==> src/hw/rtl/cfab_pkg.sv <==
// Shared types, constants and frame byte layout for the CAN log API frame builder.
package cfab_pkg;

   localparam int unsigned CFAB_QUEUE_DEPTH = 2;
   localparam int unsigned FRAME_BYTES      = 38;
   localparam int unsigned POS_W            = 6;
   localparam int unsigned CSR_IDX_W        = 2;
   localparam int unsigned CSR_DATA_W       = 32;

   localparam logic [POS_W-1:0] POS_SUM_FIRST = POS_W'(3);
   localparam logic [POS_W-1:0] POS_LAST      = POS_W'(FRAME_BYTES - 1);

   localparam logic [7:0] START_DELIM   = 8'h7E;
   localparam logic [7:0] API_LEN_HI    = 8'h00;
   localparam logic [7:0] API_LEN_LO    = 8'h22;
   localparam logic [7:0] FRAME_TYPE_TX = 8'h20;
   localparam logic [7:0] FRAME_ID      = 8'h01;
   localparam logic [7:0] UDP_PROTOCOL  = 8'h00;
   localparam logic [7:0] TX_OPTIONS    = 8'h00;
   localparam logic [7:0] CMD_CAN_LOG   = 8'h0D;

   localparam logic [CSR_IDX_W-1:0] CSR_DEST_IP         = CSR_IDX_W'(0);
   localparam logic [CSR_IDX_W-1:0] CSR_DEST_UDP_PORT   = CSR_IDX_W'(1);
   localparam logic [CSR_IDX_W-1:0] CSR_SOURCE_UDP_PORT = CSR_IDX_W'(2);

   localparam logic [31:0] DEST_IP_RESET   = 32'hFFFF_FFFF;
   localparam logic [15:0] UDP_PORT_RESET  = 16'd9750;

   typedef struct packed {
      logic [31:0] seq_number;
      logic [31:0] time_tenths_ms;
      logic [31:0] can_ident;
      logic [3:0]  length_code;
      logic [63:0] payload_bytes;
   } req_type;

   typedef struct packed {
      logic [7:0] frame_byte;
      logic       end_of_frame;
   } rsp_type;

   typedef struct packed {
      logic [31:0] dest_ip;
      logic [15:0] dest_udp_port;
      logic [15:0] source_udp_port;
   } cfg_type;

   typedef struct packed {
      logic [31:0] seq_number;
      logic [31:0] time_tenths_ms;
      logic [31:0] can_ident;
      logic [3:0]  length_code;
      logic [63:0] data_masked;
   } msg_type;

   function automatic logic [7:0] frame_byte_at(msg_type m, cfg_type c, logic [POS_W-1:0] pos);
      logic [7:0] b;
      b = 8'h00;
      case (pos)
         6'd0:  b = START_DELIM;
         6'd1:  b = API_LEN_HI;
         6'd2:  b = API_LEN_LO;
         6'd3:  b = FRAME_TYPE_TX;
         6'd4:  b = FRAME_ID;
         6'd5:  b = c.dest_ip[31:24];
         6'd6:  b = c.dest_ip[23:16];
         6'd7:  b = c.dest_ip[15:8];
         6'd8:  b = c.dest_ip[7:0];
         6'd9:  b = c.dest_udp_port[15:8];
         6'd10: b = c.dest_udp_port[7:0];
         6'd11: b = c.source_udp_port[15:8];
         6'd12: b = c.source_udp_port[7:0];
         6'd13: b = UDP_PROTOCOL;
         6'd14: b = TX_OPTIONS;
         6'd15: b = CMD_CAN_LOG;
         6'd16: b = m.seq_number[31:24];
         6'd17: b = m.seq_number[23:16];
         6'd18: b = m.seq_number[15:8];
         6'd19: b = m.seq_number[7:0];
         6'd20: b = m.time_tenths_ms[31:24];
         6'd21: b = m.time_tenths_ms[23:16];
         6'd22: b = m.time_tenths_ms[15:8];
         6'd23: b = m.time_tenths_ms[7:0];
         6'd24: b = m.can_ident[31:24];
         6'd25: b = m.can_ident[23:16];
         6'd26: b = m.can_ident[15:8];
         6'd27: b = m.can_ident[7:0];
         6'd28: b = {4'h0, m.length_code};
         6'd29: b = m.data_masked[7:0];
         6'd30: b = m.data_masked[15:8];
         6'd31: b = m.data_masked[23:16];
         6'd32: b = m.data_masked[31:24];
         6'd33: b = m.data_masked[39:32];
         6'd34: b = m.data_masked[47:40];
         6'd35: b = m.data_masked[55:48];
         6'd36: b = m.data_masked[63:56];
         default: b = 8'h00;
      endcase
      return b;
   endfunction

endpackage

==> src/hw/rtl/cfab_front.sv <==
// Front end: accepts a logged message and masks data bytes past its length code.
module cfab_front (
   input  logic             req_valid,
   output logic             req_stall,
   input  cfab_pkg::req_type req_payload,
   input  logic             q_full,
   output logic             q_push,
   output cfab_pkg::msg_type q_msg
);
   import cfab_pkg::*;

   logic [63:0] data_masked;

   always_comb begin
      for (int k = 0; k < 8; k++) begin
         data_masked[8*k +: 8] = (req_payload.length_code > 4'(k)) ?
                                 req_payload.payload_bytes[8*k +: 8] : 8'h00;
      end
   end

   assign req_stall = q_full;
   assign q_push    = req_valid && !q_full;

   assign q_msg.seq_number     = req_payload.seq_number;
   assign q_msg.time_tenths_ms = req_payload.time_tenths_ms;
   assign q_msg.can_ident      = req_payload.can_ident;
   assign q_msg.length_code    = req_payload.length_code;
   assign q_msg.data_masked    = data_masked;

endmodule

==> src/hw/rtl/cfab_queue.sv <==
// Short message queue between the front end and the frame serialiser.
module cfab_queue #(
   parameter int unsigned DEPTH = cfab_pkg::CFAB_QUEUE_DEPTH
) (
   input  logic              clock,
   input  logic              reset,
   input  logic              push,
   input  cfab_pkg::msg_type push_msg,
   output logic              full,
   input  logic              pop,
   output logic              head_valid,
   output cfab_pkg::msg_type head_msg
);
   import cfab_pkg::*;

   localparam int unsigned PTR_W = (DEPTH > 1) ? $clog2(DEPTH) : 1;
   localparam int unsigned CNT_W = $clog2(DEPTH + 1);
   localparam logic [PTR_W-1:0] PTR_LAST = PTR_W'(DEPTH - 1);
   localparam logic [CNT_W-1:0] CNT_FULL = CNT_W'(DEPTH);

   msg_type          entry_ff [DEPTH];
   logic [PTR_W-1:0] wr_ptr_ff, wr_ptr_in;
   logic [PTR_W-1:0] rd_ptr_ff, rd_ptr_in;
   logic [CNT_W-1:0] count_ff, count_in;
   logic             do_pop;

   assign full       = (count_ff == CNT_FULL);
   assign head_valid = (count_ff != '0);
   assign head_msg   = entry_ff[rd_ptr_ff];
   assign do_pop     = pop && head_valid;

   always_comb begin
      wr_ptr_in = wr_ptr_ff;
      rd_ptr_in = rd_ptr_ff;
      count_in  = count_ff;
      if (push) begin
         wr_ptr_in = (wr_ptr_ff == PTR_LAST) ? '0 : wr_ptr_ff + PTR_W'(1);
      end
      if (do_pop) begin
         rd_ptr_in = (rd_ptr_ff == PTR_LAST) ? '0 : rd_ptr_ff + PTR_W'(1);
      end
      case ({push, do_pop})
         2'b10:   count_in = count_ff + CNT_W'(1);
         2'b01:   count_in = count_ff - CNT_W'(1);
         default: count_in = count_ff;
      endcase
   end

   always_ff @(posedge clock) begin
      if (reset) begin
         wr_ptr_ff <= '0;
         rd_ptr_ff <= '0;
         count_ff  <= '0;
      end else begin
         wr_ptr_ff <= wr_ptr_in;
         rd_ptr_ff <= rd_ptr_in;
         count_ff  <= count_in;
      end
   end

   always_ff @(posedge clock) begin
      if (push) begin
         entry_ff[wr_ptr_ff] <= push_msg;
      end
   end

endmodule

==> src/hw/rtl/cfab_back.sv <==
// Back end: serialises one queued message into a 38-byte API frame with checksum.
module cfab_back (
   input  logic              clock,
   input  logic              reset,
   input  cfab_pkg::cfg_type cfg,
   input  logic              head_valid,
   input  cfab_pkg::msg_type head_msg,
   output logic              pop,
   output logic              rsp_valid,
   input  logic              rsp_stall,
   output cfab_pkg::rsp_type rsp_payload
);
   import cfab_pkg::*;

   logic [POS_W-1:0] pos_ff, pos_in;
   logic [7:0]       sum_ff, sum_in;
   logic             valid_ff, valid_in;
   rsp_type          data_ff, data_in;
   logic             load;
   logic             last;
   logic [7:0]       cur_byte;

   assign load     = head_valid && (!valid_ff || !rsp_stall);
   assign last     = (pos_ff == POS_LAST);
   assign cur_byte = last ? ~sum_ff : frame_byte_at(head_msg, cfg, pos_ff);
   assign pop      = load && last;

   always_comb begin
      pos_in   = pos_ff;
      sum_in   = sum_ff;
      valid_in = valid_ff;
      data_in  = data_ff;
      if (load) begin
         valid_in             = 1'b1;
         data_in.frame_byte   = cur_byte;
         data_in.end_of_frame = last;
         pos_in               = last ? '0 : pos_ff + POS_W'(1);
         sum_in               = (pos_ff < POS_SUM_FIRST) ? 8'h00 : sum_ff + cur_byte;
      end else if (!rsp_stall) begin
         valid_in = 1'b0;
      end
   end

   always_ff @(posedge clock) begin
      if (reset) begin
         pos_ff   <= '0;
         sum_ff   <= '0;
         valid_ff <= 1'b0;
      end else begin
         pos_ff   <= pos_in;
         sum_ff   <= sum_in;
         valid_ff <= valid_in;
      end
   end

   always_ff @(posedge clock) begin
      data_ff <= data_in;
   end

   assign rsp_valid   = valid_ff;
   assign rsp_payload = data_ff;

endmodule

==> src/hw/rtl/can_log_api_frame_builder.sv <==
// Top level of the CAN log message to UDP-transmit API frame builder.
//
//   channel  direction  handshake             carries
//   req      in         req_valid/req_stall   one logged CAN message (req_type)
//   rsp      out        rsp_valid/rsp_stall   one frame byte and end flag (rsp_type)
//   csr      in         csr_valid/csr_ready   register index and write data
//
// Each message gives 38 frame bytes, one per cycle while rsp is not stalled; the
// serialiser's byte counter steps through them in order.
// Messages queue ahead of the serialiser, so the next is taken while a frame goes out.
// First byte appears after the message is written into the queue and that byte into the output register.
// A stall on rsp holds the output register; req stalls only once the queue is full.
// Reset clears the queue, the byte counter and the output valid; registers return
// to their reset values.
module can_log_api_frame_builder #(
   parameter int unsigned QUEUE_DEPTH = cfab_pkg::CFAB_QUEUE_DEPTH
) (
   input  logic                                 clock,
   input  logic                                 reset,
   input  logic                                 req_valid,
   output logic                                 req_stall,
   input  cfab_pkg::req_type                    req_payload,
   output logic                                 rsp_valid,
   input  logic                                 rsp_stall,
   output cfab_pkg::rsp_type                    rsp_payload,
   input  logic                                 csr_valid,
   output logic                                 csr_ready,
   input  logic [cfab_pkg::CSR_IDX_W-1:0]       csr_index,
   input  logic [cfab_pkg::CSR_DATA_W-1:0]      csr_wdata
);
   import cfab_pkg::*;

   cfg_type cfg_ff, cfg_in;
   logic    q_push;
   logic    q_full;
   logic    q_pop;
   logic    head_valid;
   msg_type push_msg;
   msg_type head_msg;

   assign csr_ready = 1'b1;

   always_comb begin
      cfg_in = cfg_ff;
      if (csr_valid) begin
         unique case (csr_index)
            CSR_DEST_IP:         cfg_in.dest_ip         = csr_wdata;
            CSR_DEST_UDP_PORT:   cfg_in.dest_udp_port   = csr_wdata[15:0];
            CSR_SOURCE_UDP_PORT: cfg_in.source_udp_port = csr_wdata[15:0];
            default:             cfg_in = cfg_ff;
         endcase
      end
   end

   always_ff @(posedge clock) begin
      if (reset) begin
         cfg_ff.dest_ip         <= DEST_IP_RESET;
         cfg_ff.dest_udp_port   <= UDP_PORT_RESET;
         cfg_ff.source_udp_port <= UDP_PORT_RESET;
      end else begin
         cfg_ff <= cfg_in;
      end
   end

   cfab_front u_front (
      .req_valid   (req_valid),
      .req_stall   (req_stall),
      .req_payload (req_payload),
      .q_full      (q_full),
      .q_push      (q_push),
      .q_msg       (push_msg)
   );

   cfab_queue #(
      .DEPTH (QUEUE_DEPTH)
   ) u_queue (
      .clock      (clock),
      .reset      (reset),
      .push       (q_push),
      .push_msg   (push_msg),
      .full       (q_full),
      .pop        (q_pop),
      .head_valid (head_valid),
      .head_msg   (head_msg)
   );

   cfab_back u_back (
      .clock       (clock),
      .reset       (reset),
      .cfg         (cfg_ff),
      .head_valid  (head_valid),
      .head_msg    (head_msg),
      .pop         (q_pop),
      .rsp_valid   (rsp_valid),
      .rsp_stall   (rsp_stall),
      .rsp_payload (rsp_payload)
   );

endmodule

==> config.mk <==
export PLATFORM = sky130hd
export DESIGN_NAME = can_log_api_frame_builder
export DESIGN_NICKNAME = d
export VERILOG_FILES = /design/src/hw/rtl/cfab_pkg.sv /design/src/hw/rtl/cfab_front.sv /design/src/hw/rtl/cfab_queue.sv /design/src/hw/rtl/cfab_back.sv /design/src/hw/rtl/can_log_api_frame_builder.sv
export SDC_FILE = /design/constraint.sdc
export NUM_CORES = 1
export LEC_CHECK = 0
export BUFFER_PORTS_ARGS = -buffer_cell sky130_fd_sc_hd__buf_2
export CAP_MARGIN = 20
export CORE_MARGIN = 5
export CORE_UTILIZATION = 45
export DETAILED_ROUTE_END_ITERATION = 10
export HOLD_SLACK_MARGIN = 0.03
export PLACE_DENSITY = 0.64
export SLEW_MARGIN = 30
export SYNTH_ARGS = -nofsm -noshare
export SYNTH_HDL_FRONTEND = slang
export SYNTH_SLANG_ARGS = --single-unit
==> constraint.sdc <==
create_clock -name clock -period 14.6 [get_ports clock]
set_input_delay 3.65 -clock clock [delete_from_list [all_inputs] [get_ports clock]]
set_output_delay 3.65 -clock clock [all_outputs]
set_load 0.005 [all_outputs]
# == Word-level counts from Yosys, hierarchy flattened ==
# Memories as Yosys holds them, arrays and structs flattened. A register that Yosys moved wholly into a read port is not among the register bits.
# Index checks and enable logic that the tools add are counted.
# word_totals
register_bits,92
ramBits,328
in_bits,203
out_inout_bits,12
wordCells,104
n_memories,1
# mem_list
name,words,width,rd,rd_clocked_by_memory_dff,write_ports,line,source
u_queue.entry_ff,2,164,1,1,1,cfab_queue.sv:21,msg_type entry_ff [DEPTH];
# op_classes
n_addsub,6
magnitude_cmp,9
n_eq_ne,40
n_mux,21
bitwise_logic,1
n_reduce_logical,15
# ops
operator,n
one-hot mux 8 bit (34 select lines),1
equality test 6 x 5 -> 1 bit (second input constant),16
two-way mux 8 bit,10
equality test 6 x 4 -> 1 bit (second input constant),6
equality test 6 bit (second input constant),6
equality test 6 x 3 -> 1 bit (second input constant),4
greater-than comparator 4 x 3 -> 1 bit (second input constant),4
equality test 6 x 2 -> 1 bit (second input constant),2
adder 8 bit,1
greater-than comparator 4 x 1 -> 1 bit (second input constant),2
greater-than comparator 4 x 2 -> 1 bit (second input constant),2
two-way mux 1 bit,8
NOT 8 bit,1
adder 6 x 1 -> 6 bit (second input constant),1
equality test 2 bit (second input constant),3
logical NOT 6 bit,1
less-than comparator 6 x 2 -> 1 bit (second input constant),1
two-way mux 6 bit,1
AND reduction 2 bit,3
equality test 2 x 1 -> 1 bit (second input constant),2
logical AND 1 bit,4
one-hot mux 2 bit (2 select lines),1
nonzero test 2 bit,2
logical NOT 1 bit,3
other kinds (6),7

# == Longest topological paths before layout ==
# Gate-level depths: netlist (run 1).
# logic_depth
word_depth,7
ltp_mapped,21
ltp_nobuf,19

# == Hierarchy ==
# Synthesis (run 1) repeated with hierarchy kept, for this count alone.
# unflattened
hier_cells,1335
hier_area_um2,18755.5
# by_module_without_submodules
mod,n_inst,cells_each,area_each_um2,seq_area_each_um2
cfab_queue,1,533,12016.5,9949.5
cfab_back,1,368,2914.0,570.5
can_log_api_frame_builder,1,259,2576.2,1281.2
cfab_front,1,175,1248.7,0.0

# == Least setup slack after synthesis (run 1) ==
# No wires, ideal clock.
# synth_timing
kind,input to register
startpoint,input req_valid
endpoint,memory u_queue.entry_ff[0][0] in the netlist's numbering (enable)
setup_time_ns,0.690
arrival_ns,10.547
required_time_ns,13.910
path_slack_ns,3.363
path_stages,2
path_buffers,0
cell_sequence,nand2_1 -> nor2_1
# synth_between
elab_chain_cells,3
# synth_lines
item,line,source
from (decl),can_log_api_frame_builder.sv:20,"input logic req_valid,"
logical AND 1 bit,cfab_front.sv:22,assign q_push = req_valid && !q_full;
two-way mux 1 bit,cfab_queue.sv:62,if (push) begin
two-way mux 1 bit (implied by the code),cfab_queue.sv:63,entry_ff[wr_ptr_ff] <= push_msg;
to (decl),cfab_queue.sv:21,
# No other way between the ends.

==> impl_metrics.tcl, run 1 <==
set metrics [dict create \
    status "complete, no violations" \
    synth_top_area_cell "edfxtp_1" \
    cts-hold-fix-buffers 0 \
    total_power_mw 2.76 \
    clk_pin_slew_ns 0.06 \
    io_pins 215 \
    p_leak_nw 7.10 \
    n_fill_cell 3343 \
    clk_latency_ns 0.57 \
    wl_per_cell_microns 25.1 \
    grt_max_degree 165 \
    synth-async-reset-ratio 0 \
    syn_area_per_cell_sq_um 13.6 \
    grt-ovfl-total 0 \
    firstDrtPassIters 6 \
    powerDensity_nw_per_um2 134 \
    use_met1 0.327 \
    arrival_ns 6.28 \
    tns_ns 0 \
    setup_viol 0 \
    worst_slew_pin_slew_ns 0.995 \
    yosys_warnings 0 \
    post_cts_buffers 0 \
    grt_usage 0.230 \
    hold_class "reg -> reg" \
    fin_crit_sh 0.397 \
    maxSlewViolCount 0 \
    rsz0062_at_grt "false" \
    critPathKind "reg -> reg" \
    grt_pass1_wl_microns 75000 \
    drive_gt1_frac 0.211 \
    core_sq_um 38700 \
    synth.top_cell.area_share 0.574 \
    synth_flop_cell "edfxtp_1" \
    max_slew_margin 0.334 \
    first_iter_violations 1535 \
    dpl.hpwl_microns 35900 \
    cts-root-buf "clkbuf_16" \
    num_vias 11900 \
    fmax_mhz 173 \
    initial_core_util 0.455 \
    grt.busiest_layer "met2" \
    synth_area_sq_um 17600 \
    dieArea_sq_um 43200 \
    cts_resized 0 \
    crit_required_ns 15.09 \
    clockBufferDepth 3 \
    die_x_microns 208 \
    crit_path_max_fanout 52 \
    fin_skew_ns 0.00926 \
    clock_sinks 421 \
    min_from "cfg_ff[7]" \
    portBuffers 213 \
    htree_levels 2 \
    die_y_microns 208 \
    grt_pass1_vias 11600 \
    cp-end-kind "flip-flop" \
    min_period_ns 5.79 \
    syn2layout_area_growth_pct 16.8 \
    ant_nets 0 \
    hold_viol_final 0 \
    peakVddDrop_mv 0.0802 \
    synth_edf_count 337 \
    totalWireLength_microns 51500 \
    synth-seq-cells 421 \
    synth.distinct_cells 68 \
    gr-usage-met2 0.354 \
    antenna_found_initial 1 \
    synthTopCellsByArea "edfxtp_1, dfxtp_1, mux2i_1" \
    cts_buffers 44 \
    synth_cells 1299 \
    cts_tree "built" \
    critPathLaunchType "flip-flop" \
    num_rows 72 \
    syn_nets 1516 \
    nNetsFinal 1716 \
    grt_use_met3 0.0411 \
    place_congestion 0.922 \
    max-cap-violations 0 \
    ys_seq_area_frac 0.669 \
    drc 0 \
    viasPerCell 5.81 \
]
==> cell families (layout without fill, tap and decap cells) <==
family	Yosys count	after routing	share of synthesized area
compound gates	235	235	0.0961
xor+xnor	12	12	0.00596
fa+ha+maj	14	14	0.0104
buf+inv	88	322	0.0224
flops	421	421	0.669
mux	145	145	0.0837
other cells	1	2	0.000213
simple gates	383	383	0.112
==> where the power goes <==
part,switching [mW],leakage [nW],internal [mW]
Combinational,0.163,2.56,0.0896
Sequential,0.0256,3.86,1.40
Clock,0.457,0.682,0.628
==> final cells by class <==
| cell class | instances | area [sq um] | area share |
|---|---|---|---|
| clock inverters | 20 | 163 | 0.00790 |
| inverters | 15 | 56.3 | 0.00273 |
| clock buffers | 60 | 1230 | 0.0599 |
| repair buffers | 227 | 1200 | 0.0585 |
| multi-input cells | 790 | 5480 | 0.266 |
| flip-flops and latches | 421 | 11800 | 0.573 |
| well taps | 518 | 648 | 0.0315 |
| diodes | 1 | 2.50 | 0.000122 |
==> registers in the layout (all words and copies together) (netlist names), named ones only <==
register and flops:
u_queue.entry_ff 328, cfg_ff 64, u_back.rsp_payload 9, u_back.sum_ff 8
u_back.pos_ff 6, u_queue.count_ff 2, u_back.rsp_valid 1, u_queue.rd_ptr_ff 1
u_queue.wr_ptr_ff 1
==> stage by stage <==
step	std cells	area, sq um	worst slack [ns]	util	hold WS, ns
final	2052	20600	8.81	0.532	0.455
after global routing	2051	20600	8.49	0.531	0.474
after CTS	2050	20600	8.90	0.531	0.457
after detailed placement	1970	19200	8.79	0.495	0.446
after global placement	1970	19200	8.78	0.494	0.442
after floorplan	1299	17600	3.36	-	0.432
==> routing by layer <==
layer | wire length, microns | share of wire
met5 | 0 | 0
met4 | 2120 | 0.041
met3 | 4530 | 0.088
met2 | 23400 | 0.45
met1 | 21500 | 0.42
==> path summary, 6_finish.rpt <==
| kind | slack (ns) | cells past startpoint | end |
|---|---|---|---|
| worst max-delay path | 8.81 | 15 | u_back.sum_ff[7] |
| worst min-delay path | 0.46 | 2 | cfg_ff[7] |
| worst max register to register | 8.81 | 15 | u_back.sum_ff[7] |
| worst min register to register | 0.46 | 2 | cfg_ff[7] |
==> cells in the mapped netlist, types with 5 or more instances <==
master and count:
ha_1 13, edfxtp_1 337, and3_1 14, mux2i_1 126, nor2_1 61, xnor2_1 7
nor2b_1 80, a211o_1 30, o22ai_1 47, a222oi_1 5, clkbuf_1 40, a21oi_1 46
nor3_1 17, mux2_2 18, inv_1 15, nand3_1 20, a211oi_1 7, a22oi_1 29
xor2_1 5, o21ai_0 16, a2111oi_0 5, a221oi_1 14, buf_2 23, nand2_1 110
and2_1 20, or4_1 5, dfxtp_1 84, a31oi_1 5, nor4_1 6, nand4_1 10
nand3b_1 18
==> worst max-delay path, stage by stage, from the launching register on <==
cell and delay (ns):
dfxtp_4 0.60, buf_4 0.76, buf_4 0.74, mux2i_1 0.27, o22ai_1 0.17, a221oi_1 0.29, o2111ai_1 0.15, nor4_1 0.72
o22ai_1 0.20, ha_1 0.34, a21o_1 0.17, a21oi_1 0.20, o21ai_0 0.16, o41ai_1 0.54, a22oi_1 0.15, a31oi_1 0.21
==> cell usage in the layout (no fill, tap or decap), types with 29 or more instances in the layout <==
cell type | synthesis | final
a211o_1 | 30 | 30
a21oi_1 | 46 | 46
a22oi_1 | 29 | 29
buf_2 | 23 | 213
clkbuf_16 | 0 | 46
dfxtp_1 | 84 | 83
edfxtp_1 | 337 | 337
mux2i_1 | 126 | 126
nand2_1 | 110 | 110
nor2_1 | 61 | 59
nor2b_1 | 80 | 79
o22ai_1 | 47 | 47
Power figures use the tool's default switching activity.
==> inputs of run 2 (changes only) <==
ABC_AREA = 1   (was not set)
clock period = 5.4 ns   (was 14.6 ns; I/O delays follow)
==> impl_metrics.tcl, run 2 <==
set metrics [dict create \
    antenna_found_initial 0 \
    slowest_delay_ns 0.59 \
    max-cap-violations 0 \
    totalWireLength_microns 55400 \
    power_frac_comb 0.075 \
    post-place-cells 2514 \
    hold_class "reg -> reg" \
    cts_resized 0 \
    p_seq_frac 0.515 \
    dieArea_sq_um 43800 \
    fin_area_sq_um 21100 \
    ys_seq_area_frac 0.660 \
    cp-end-kind "flip-flop" \
    finalWorstSetupSlack_ns 1.15 \
    clkPwrFrac 0.409 \
    final_common_cell "nand2_1" \
    grt_pass1_vias 13600 \
    diodes 0 \
    min_period_ns 4.25 \
    synth-async-reset-ratio 0 \
    grt-ovfl-total 0 \
    syn_area_per_cell_sq_um 9.89 \
    synth_cells 1808 \
    post-synth-top-count-cell "nand2_1" \
    grt_pass1_wl_microns 82200 \
    power_switching_mw 1.71 \
    grt_max_degree 165 \
    powerDensity_nw_per_um2 349 \
    gr-usage-met2 0.398 \
    synth.top_cell.area_share 0.566 \
    clock_sinks 421 \
    synth_area_sq_um 17900 \
    rsz0062_at_grt "false" \
    synth_flop_cell "edfxtp_1" \
    total_power_mw 7.37 \
    switching_share 0.232 \
    grt_use_met3 0.0474 \
    setup_viol 0 \
    place_congestion 0.972 \
    p_int_mw 5.66 \
    tns_ns 0 \
    io_pins 215 \
    syn_nets 2025 \
    status "complete, no violations" \
    grt_usage 0.246 \
    fin_skew_ns 0.0207 \
    synth-seq-cells 421 \
    critPathLaunchType "flip-flop" \
    layout_common_cells "nand2_1, edfxtp_1, buf_2, nor2_1, inv_1" \
    first_iter_violations 1680 \
    n_fill_cell 3501 \
    fin_crit_sh 0.787 \
    drc 0 \
    crit_required_ns 5.89 \
    use_met1 0.338 \
    post_cts_buffers 0 \
    die_x_microns 209 \
    fmax_mhz 235 \
    cts_buffers 46 \
    clk_pin_slew_ns 0.07 \
    crit_chain "inv_1 -> nand2_1 -> nor2_1 -> nand2_1 -> inv_1 -> nand2_1 -> nand2_1 -> nor3_1 -> nand4_1 -> nor2_1 -> nand3_1 -> nand2_1 -> o21ai_0 -> ha_1 -> a21oi_1 -> o21ai_0 -> nand2_1 -> nand2_1 -> a21oi_1 -> xnor2_1 -> nand2_1 -> a21oi_1" \
    whs_ns 0.459 \
    nNetsFinal 2255 \
    postPlaceCellArea_sq_um 19700 \
    cp_common_cell "nand2_1" \
    final_cells 2598 \
    grt.busiest_layer "met2" \
    synth_edf_count 337 \
    yosys_warnings 0 \
    die_y_microns 209 \
    dpl.hpwl_microns 39100 \
    synth_common_cells "nand2_1, edfxtp_1, nor2_1" \
    wl_per_cell_microns 21.3 \
    portBuffers 213 \
    largest_reg_flops 328 \
    viasPerCell 5.35 \
    critPathSlowestCell "dfxtp_1" \
    cts-hold-fix-buffers 0 \
    ant_nets 0 \
    drive_gt1_frac 0.164 \
    post-place-ws_ns 1.25 \
    hold_viol_final 0 \
    synth.distinct_cells 43 \
    crit_path_max_fanout 12 \
    largest-register "u_queue.entry_ff" \
    clockBufferDepth 3 \
    num_rows 73 \
    final_util 0.534 \
    peakVddDrop_mv 0.308 \
    cts_tree "built" \
    num_vias 13900 \
    p_leak_nw 8.86 \
    critPathKind "reg -> reg" \
    clk_latency_ns 0.57 \
    synth_top_area_cell "edfxtp_1" \
    firstDrtPassIters 6 \
    cts-root-buf "clkbuf_16" \
    worst_slew_pin_slew_ns 0.934 \
    synthTopCellsByArea "edfxtp_1, nand2_1, dfxtp_1" \
    max_slew_margin 0.377 \
    initial_core_util 0.452 \
    core_sq_um 39500 \
    syn2layout_area_growth_pct 18.1 \
    arrival_ns 4.74 \
    htree_levels 2 \
    maxSlewViolCount 0 \
]
## run 2: cell count changes in the layout (fill, tap and decap cells not counted), sizes merged, moves of 20 or more
cell	previous run	this run
nand2	110	622
inv	16	148
mux2i	126	6
nor2	61	173
nor2b	80	0
a21oi	46	123
nand3	20	76
o22ai	47	4
a211o	30	0
o21ai	16	46
a22oi	29	0
and2	20	0
## run 2: critical path: cells and delay by family (launching register included)
kind            cells  cell delay [ns]
compound gates      5             0.74
flops               1             0.59
xor+xnor            1             0.13
simple gates       13             1.89
fa+ha+maj           1             0.39
buf+inv             2             0.42
## run 2: final timing paths
| path | from | to | slack, ns | depth (start not counted) |
|---|---|---|---|---|
| min reg2reg | cfg_ff[22] | cfg_ff[22] | 0.46 | 2 |
| max reg2reg | u_back.pos_ff[2] | u_back.sum_ff[6] | 1.15 | 22 |
| max | u_back.pos_ff[2] | u_back.sum_ff[6] | 1.15 | 22 |
| min | cfg_ff[22] | cfg_ff[22] | 0.46 | 2 |
## run 2: power by group through the flow
stage                     logic, mW  clock network (mW)  registers (mW)
after floorplan               0.286                   0            3.87
after global placement        0.542                   0            3.86
after detailed placement      0.549                   0            3.86
after CTS                     0.552                3.06            3.80
after global routing          0.612                3.19            3.81
final                         0.556                3.01            3.80
## run 2: cell type report
cell class / instances / area [sq um] / area share
multi-input combinational: 1175 / 5290 / 0.250
sequential: 421 / 11800 / 0.559
tap: 525 / 657 / 0.0311
clock inverter: 14 / 83.8 / 0.00397
inverter: 149 / 562 / 0.0266
timing repair buffer: 245 / 1380 / 0.0651
clock buffer: 69 / 1370 / 0.0646
## run 2: logic make-up (layout without fill, tap and decap cells)
group                    Yosys count  in the layout  synth area share
XOR/XNOR                           4              4           0.00196
other                              1              1          0.000210
adder cells (fa/ha/maj)           14             14            0.0102
flip-flops                       421            421             0.660
multiplexers                       7              7           0.00399
AND/OR/NAND/NOR                  937            937             0.212
AO/OA/AOI/OAI                    212            212            0.0660
buffers and inverters            212            477            0.0462
## run 2: routing by layer
layer / part of all wire / up-vias
met1: 0.42 / 6593
li1: - / 6529
met3: 0.089 / 80
met5: 0 / -
met2: 0.47 / 698
met4: 0.028 / 0
==> inputs of run 3 (changes only) <==
PLACE_DENSITY = 0.67   (was 0.64)
clock period = 3.48 ns   (was 5.4 ns; I/O delays follow)
==> impl_metrics.tcl, run 3 (synthesized netlist as in run 2, its figures left out) <==
set metrics [dict create \
    critPathLaunchType "flip-flop" \
    dpl.hpwl_microns 42900 \
    max_slew_margin 0.435 \
    hold_viol_final 0 \
    final_cells 2748 \
    viasPerCell 5.28 \
    crit_chain "buf_12 -> nand2_1 -> inv_1 -> nand3_2 -> a21oi_1 -> nor4_4 -> buf_4 -> nand4_1 -> nor2_2 -> nand3_1 -> nand2_1 -> inv_2 -> ha_4 -> inv_4 -> fa_2 -> o21ai_2 -> nand2_1 -> nand2_1 -> a21oi_2 -> xnor2_1 -> nand2_1 -> a21oi_2" \
    totalWireLength_microns 58400 \
    core_sq_um 39500 \
    firstDrtPassIters 5 \
    min_period_ns 3.36 \
    num_rows 73 \
    cts-root-buf "clkbuf_16" \
    setup_viol 0 \
    dieArea_sq_um 43800 \
    cts_tree "built" \
    clk_latency_ns 0.57 \
    crit_path_max_fanout 9 \
    cp_common_cell "nand2_1" \
    final_util 0.581 \
    die_x_microns 209 \
    largest_reg_flops 328 \
    syn2layout_area_growth_pct 28.5 \
    crit_required_ns 3.98 \
    max-cap-violations 0 \
    final_common_cell "nand2_1" \
    wl_per_cell_microns 21.3 \
    initial_core_util 0.452 \
    clk_pin_slew_ns 0.06 \
    antenna_found_initial 2 \
    layout_common_cells "nand2_1, edfxtp_1, buf_2, buf_4, nor2_1" \
    critPathSlowestCell "dfxtp_2" \
    grt_pass1_vias 14300 \
    slowest_delay_ns 0.38 \
    grt_usage 0.260 \
    hold_class "reg -> reg" \
    cts_buffers 45 \
    powerDensity_nw_per_um2 509 \
    critPathKind "reg -> reg" \
    p_leak_nw 9.71 \
    post-place-ws_ns -0.430 \
    fin_skew_ns 0.0134 \
    drc 0 \
    grt_pass1_wl_microns 86300 \
    arrival_ns 3.87 \
    largest-register "u_queue.entry_ff" \
    ant_nets 0 \
    io_pins 215 \
    htree_levels 2 \
    status "complete, no violations" \
    place_congestion 0.952 \
    fmax_mhz 297 \
    grt-ovfl-total 0 \
    die_y_microns 209 \
    first_iter_violations 1406 \
    clock_sinks 421 \
    peakVddDrop_mv 0.414 \
    portBuffers 213 \
    clockBufferDepth 3 \
    total_power_mw 11.7 \
    nNetsFinal 2404 \
    grt_max_degree 68 \
    finalWorstSetupSlack_ns 0.118 \
    drive_gt1_frac 0.274 \
    worst_slew_pin_slew_ns 0.842 \
    maxSlewViolCount 0 \
    num_vias 14500 \
    cp-end-kind "flip-flop" \
    post-place-cells 2654 \
    fin_crit_sh 0.966 \
]
==> run 3: cell count changes in the layout (fill, tap and decap cells not counted), moves of 11 or more <==
cell,before,now
a21oi_1,123,108
a21oi_2,0,14
buf_4,27,159
inv_1,141,125
inv_2,4,16
nand2_1,621,608
nand2_2,1,12
nand3_1,75,59
nand3_2,1,13
nor2_1,164,145
nor2_2,7,21
==> run 3: worst paths after layout <==
kind	slack (ns)	start	endpoint	cells past startpoint
setup / recovery	0.12	u_back.pos_ff[2]	u_back.sum_ff[6]	22
hold / removal	0.46	cfg_ff[46]	cfg_ff[46]	2
setup reg to reg	0.12	u_back.pos_ff[2]	u_back.sum_ff[6]	22
hold reg to reg	0.46	cfg_ff[46]	cfg_ff[46]	2
==> run 3: repair_timing <==
item,4_1_cts,5_1_grt
hold buffers,0,0
pin swaps,3,63
endpoints found under the setup margin,6,5
setup buffers,0,13
gates resized for setup,29,139
hold endpoints to repair,0,0
==> run 3: stage by stage <==
stage	hold WS, ns	area (sq um)	setup TNS [ns]
global route	0.469	23000	-0.0656
finish	0.459	23000	0
global placement	0.439	20800	-0.888
CTS	0.456	22400	0
floorplan	0.425	17900	-108.15
detailed placement	0.445	20800	-1.13
==> run 3: layout make-up <==
cell class / count / area [sq um]
diodes: 1 / 2.50
clock buffers: 58 / 1240
clock inverters: 24 / 204
fillers: 3387 / 16600
inverters: 149 / 578
multi-input cells: 1175 / 5850
flip-flops and latches: 421 / 11800
well taps: 525 / 657
repair buffers: 395 / 2640
==> run 3: where the power goes <==
group | switching, mW | internal (mW) | total, mW
clock network | 1.96 | 2.75 | 4.71
logic | 0.679 | 0.414 | 1.09
registers | 0.102 | 5.80 | 5.90
total | 2.74 | 8.96 | 11.7
==> run 3: layer usage <==
layer,vias to the layer above,wire length [microns],GRT usage
li1,6829,-,-
met1,6853,23600,0.354
met2,698,27400,0.412
met3,129,5310,0.0558
met4,2,2120,0.0997
met5,-,13,0
==> run 3: worst max-delay path, delay by kind of cell, from the launching register on <==
family                   cells  cell delay, ns
AO/OA/AOI/OAI                4            0.67
XOR/XNOR                     1            0.15
adder cells (fa/ha/maj)      2            0.51
buffers and inverters        5            0.56
flip-flops                   1            0.38
AND/OR/NAND/NOR             10            1.00
